==> config.mk <==
export PLATFORM = sky130hd
export DESIGN_NAME = sobel_cell
export DESIGN_NICKNAME = d
export VERILOG_FILES = /design/src/hdl/sobel_edge_threshold_assert.svh /design/src/hdl/sobel_pkg.sv /design/src/hdl/sobel_cell.sv
export SDC_FILE = /design/constraint.sdc
export NUM_CORES = 1
export LEC_CHECK = 0
export BUFFER_PORTS_ARGS = -buffer_cell sky130_fd_sc_hd__buf_4
export CAP_MARGIN = 40
export CORE_MARGIN = 5
export CORE_UTILIZATION = 55
export CTS_CLUSTER_SIZE = 28
export DETAILED_ROUTE_END_ITERATION = 12
export HOLD_SLACK_MARGIN = 0.08
export PLACE_DENSITY = 0.9
export SYNTH_ARGS = -nofsm -noshare
export SYNTH_HDL_FRONTEND = slang
export SYNTH_SLANG_ARGS = --single-unit
==> constraint.sdc <==
create_clock -name clk_i -period 10.4 [get_ports clk_i]
set_input_delay 3.12 -clock clk_i [delete_from_list [all_inputs] [get_ports clk_i]]
set_output_delay 3.12 -clock clk_i [all_outputs]
set_load 0.05 [all_outputs]
==> src/hdl/sobel_edge_threshold_assert.svh <==
// Assertion macros shared by the edge detector RTL.
`ifndef SOBEL_EDGE_THRESHOLD_ASSERT_SVH
`define SOBEL_EDGE_THRESHOLD_ASSERT_SVH

// Same-cycle implication, clocked on clk_i, off during reset.
`define SOBEL_ASSERT_NOW(lbl, ante, cons, msg) \
  lbl: assert property (@(posedge clk_i) disable iff (!rst_ni) (ante) |-> (cons)) \
    else $error(msg);

// Next-cycle implication, clocked on clk_i, off during reset.
`define SOBEL_ASSERT_NEXT(lbl, ante, cons, msg) \
  lbl: assert property (@(posedge clk_i) disable iff (!rst_ni) (ante) |=> (cons)) \
    else $error(msg);

`endif

==> src/hdl/sobel_pkg.sv <==
// Shared types, constants and helper functions of the edge detector.
package sobel_pkg;

  localparam int MAX_LINE_WIDTH = 2048;
  localparam int STORE_DEPTH    = 2 * MAX_LINE_WIDTH + 3;
  localparam int PTR_W          = $clog2(STORE_DEPTH);
  localparam int LW_W           = 12;
  localparam int WEFF_W         = $clog2(MAX_LINE_WIDTH + 1);

  typedef logic [7:0]               luma_t;
  typedef logic [PTR_W-1:0]         ptr_t;
  typedef logic [LW_W-1:0]          lw_t;
  typedef logic [WEFF_W-1:0]        weff_t;
  typedef logic signed [3:0]        coef_t;
  typedef logic signed [12:0]       prod_t;
  typedef logic signed [14:0]       row_t;
  typedef logic signed [16:0]       sum_t;
  typedef logic [17:0]              mag_t;

  localparam luma_t       BLACK_LUMA       = 8'd16;
  localparam logic [23:0] EDGE_WHITE       = 24'hFFFFFF;
  localparam logic [15:0] THRESHOLD_RESET  = 16'd128;
  localparam lw_t         LINE_WIDTH_RESET = 12'd800;
  localparam logic [35:0] X_KERNEL_RESET   = 36'h121000FEF;
  localparam logic [35:0] Y_KERNEL_RESET   = 36'h10F20E10F;

  typedef enum logic [7:0] {
    REG_THRESHOLD  = 8'd0,
    REG_LINE_WIDTH = 8'd1,
    REG_X_KERNEL   = 8'd2,
    REG_Y_KERNEL   = 8'd3
  } cfg_reg_e;

  typedef enum logic [1:0] {
    RF_IDLE,
    RF_FAR,
    RF_NEAR,
    RF_LOAD
  } refill_e;

  typedef struct packed {
    logic  write;
    logic  last;
    luma_t luma;
    logic  lw_change;
  } store_ctl_t;

  typedef struct packed {
    logic busy;
    logic shift;
  } store_stat_t;

  function automatic luma_t rgb_to_luma(input logic [23:0] rgb);
    logic [15:0] acc;
    acc = 16'(rgb[23:16]) * 16'd66 + 16'(rgb[15:8]) * 16'd129
        + 16'(rgb[7:0]) * 16'd25 + 16'd128;
    return acc[15:8] + BLACK_LUMA;
  endfunction

  // Clamp the programmed width into 3..MAX_LINE_WIDTH.
  function automatic weff_t eff_width(input lw_t lw);
    weff_t w;
    if (lw < lw_t'(3)) begin
      w = weff_t'(3);
    end else if (32'(lw) > MAX_LINE_WIDTH) begin
      w = weff_t'(MAX_LINE_WIDTH);
    end else begin
      w = weff_t'(lw);
    end
    return w;
  endfunction

  // base - dly modulo the store depth; dly never exceeds the depth.
  function automatic ptr_t wrap_sub(input ptr_t base, input ptr_t dly);
    logic [PTR_W:0] wide;
    if (base >= dly) begin
      wide = {1'b0, base} - {1'b0, dly};
    end else begin
      wide = {1'b0, base} + STORE_DEPTH[PTR_W:0] - {1'b0, dly};
    end
    return wide[PTR_W-1:0];
  endfunction

endpackage

==> src/hdl/sobel_cell.sv <==
// One window tap: holds a luma, hands it on, forms both kernel products.
module sobel_cell (
  input  logic                clk_i,
  input  logic                rst_ni,
  input  logic                shift_i,
  input  sobel_pkg::luma_t    luma_i,
  input  sobel_pkg::coef_t    x_coef_i,
  input  sobel_pkg::coef_t    y_coef_i,
  output sobel_pkg::luma_t    luma_o,
  output sobel_pkg::prod_t    x_prod_o,
  output sobel_pkg::prod_t    y_prod_o
);

  sobel_pkg::luma_t luma_q;

  always_ff @(posedge clk_i or negedge rst_ni) begin
    if (!rst_ni) begin
      luma_q <= sobel_pkg::BLACK_LUMA;
    end else if (shift_i) begin
      luma_q <= luma_i;
    end
  end

  assign luma_o   = luma_q;
  assign x_prod_o = sobel_pkg::prod_t'($signed({1'b0, luma_q}))
                  * sobel_pkg::prod_t'(x_coef_i);
  assign y_prod_o = sobel_pkg::prod_t'($signed({1'b0, luma_q}))
                  * sobel_pkg::prod_t'(y_coef_i);

endmodule

==> out/metrics.csv <==
metric,value,unit
status,finished clean,
critPathMaxFanout,10,
fin_crit_sh,94.9,%
max_slew_margin,75.9,%
synth_area,2410,um^2
diodes,0,
hp-start,luma_o[4],
dr.pass1.iters,4,
ys_ff_latch,8,
core,4290,um^2
hp-class,flop to flop,
final_util,67.5,%
clock_skew,0,ps
cts_setup_buffers,0,
drtIter0Drc,21,
fin_ws,527,ps
viasPerCell,5.32,
dp_hpwl,4230,um
slew_viol_final,0,
gp_congestion,0.842,
clk_pin_slew,40,ps
antenna_found_initial,0,
clock_sinks,8,
hold_buffers,0,
worst_pin_slew,362,ps
vias,1980,
area_delta_synth_final,20.5,%
cts.path.max_buffers,2,
path_cells,buf_4 > nand2b_1 > fa_1 > fa_1 > inv_1 > fa_1 > ha_1 > inv_1 > fa_1 > nor2b_1 > o21ai_0 > a21oi_1 > mux2i_1 > o2111ai_1 > buf_4,
reg2reg_slack,9470,ps
setup.worst_path.end_class,primary output,
cts_max_level,1,
drv_cap,0,
start_util,56.0,%
rsz0062_at_grt,no,
ios,53,
r2r-start,luma_o[6],
min_period,9870,ps
largest_register_ffs,8,
placed_cell_area,2850,um^2
wl_per_cell,13.2,um
rows,24,
yosysWarnings,0,
netlist_instances,266,
max_freq,101,MHz
ys_seq_area_share,8.37,%
p_leak,1.57,nW
dieArea,5800,um^2
fin_hold_ws,696,ps
rr_worst_depth,1,
drc,0,
hold_viol_final,0,
worst_path_max_delay_cell,fa_1,
start_kind,input port,
fin_tns_setup,0,ps
min_to,luma_o[4],
rr_endpoint,luma_o[6],
drt-total-wl,4900,um
pwr_density_cell,220,nW/um^2
finalSetupViolCount,0,
synthTopCellsByArea,"ha_1, fa_1, and2_1",
place_worst_setup_slack,511,ps
nets,416,
die_w,76.1,um
ys_types,31,
max_stage_delay,540,ps
clk-insertion-delay-late,230,ps
syn_nets,361,
critical_path_class,input port to primary output,
gr-usage-all-layers,17.5,%
fill_cells,345,
cts_resized,0,
holdPathStages,1,
arrival,6750,ps
syn_area_per_cell,9.05,um^2
grt_overflow,0,
cts_made_buffers,3,
ant_nets,0,
worstPathRequired,7280,ps
die_y,76.1,um
cts_root_buf,clkbuf_8,
cts_tree,built,
synth_top_area_share,26.0,%
grt_max_degree,11,
ir_drop,256,uV
grt_pass1_wl,8800,um
cp_common_cell,fa_1,
final_layout_size_suffix_gt1_share,21.3,%
synth_largest_area_cell,ha_1,
portBuffers,52,
grt_pass1_vias,2168,
finish.instance_area,2900,um^2
where the power goes:
part | internal [W] | total, W | switching, W
combinational | 0.000192 | 0.000557 | 0.000364
sequential | 0.0000347 | 0.0000437 | 0.00000906
clock | 0.0000265 | 0.0000381 | 0.0000116
critical path, delay by kind of cell:
family	cells	cell delay [ps]
and+or+nand+nor	2	260
adders and majority gates	5	2110
muxes	1	240
AOI/OAI and AO/OA	3	560
buffers and inverters	4	460
layout make-up:
| class | instances | area [um^2] | area share (%) |
|---|---|---|---|
| multi-input cells | 214 | 2040 | 70.3 |
| repair buffers | 52 | 390 | 13.5 |
| flip-flops and latches | 8 | 201 | 6.95 |
| inverters | 42 | 158 | 5.44 |
| well taps | 52 | 65.1 | 2.24 |
| clock buffers | 4 | 45.0 | 1.55 |
metal layers:
metal	vias to the layer above	global-route usage, %	share of wire (%)	wire, um
met5	-	0	0	0
met4	0	5.07	1.2	59
li1	971	-	-	-
met2	56	32.7	52	2570
met1	945	19.5	40	1950
met3	8	3.90	6.6	322
cells in the mapped netlist:
master     instances
ha_1              50
inv_1             42
and2_1            32
fa_1              26
nand2_1           19
nor2_1            14
xnor2_1           13
a21oi_1            8
mux2_2             8
dfrtp_1            7
nor2b_1            7
nand2b_1           6
nand3_1            6
a21o_1             4
and3_1             3
o2111ai_1          3
clkbuf_1           2
o21ai_0            2
o21ai_1            2
a2111oi_4          1
a211oi_1           1
a21o_2             1
a41o_1             1
and3_4             1
dfstp_2            1
mux2i_1            1
nor3_1             1
o21a_1             1
o41ai_2            1
or3_1              1
xor2_1             1
layout by cell type (no fill, tap or decap), drive strengths merged:
cell type and count:
a2111oi 1, a211oi 1, a21o 5, a21oi 8, a41o 1, and2 32, and3 4, buf 52
clkbuf 4, dfrtp 7, dfstp 1, fa 26, ha 50, inv 42, mux2 8, mux2i 1
nand2 19, nand2b 6, nand3 6, nor2 14, nor2b 7, nor3 1, o2111ai 3, o21a 1
o21ai 4, o41ai 1, or3 1, xnor2 13, xor2 1
worst max path at each step:
stage	to	slack [ps]	start	depth (start not counted)
floorplan	x_prod_o[11]	580	x_coef_i[3]	13
global placement	x_prod_o[9]	720	x_coef_i[3]	15
detailed placement	x_prod_o[9]	510	x_coef_i[3]	15
CTS	x_prod_o[9]	510	x_coef_i[3]	15
global route	x_prod_o[9]	350	x_coef_i[3]	15
finish	x_prod_o[9]	530	x_coef_i[3]	15
logic make-up after synthesis:
| family | Yosys count | synth area share, % |
|---|---|---|
| flip-flops | 8 | 8.37 |
| multiplexers | 9 | 4.16 |
| AO/OA/AOI/OAI | 25 | 8.06 |
| XOR/XNOR | 14 | 5.10 |
| AND/OR/NAND/NOR | 90 | 19.8 |
| adder cells (fa/ha/maj) | 76 | 47.6 |
| buffers and inverters | 44 | 6.86 |
per-stage QoR:
step | std cells | power [W]
2_1_floorplan | 266 | 0.000465
3_3_place_gp | 368 | 0.000592
3_5_place_dp | 368 | 0.000605
4_1_cts | 372 | 0.000647
5_1_grt | 372 | 0.000691
6_report | 372 | 0.000639
No activity file was read; power rests on OpenSTA's default activity.
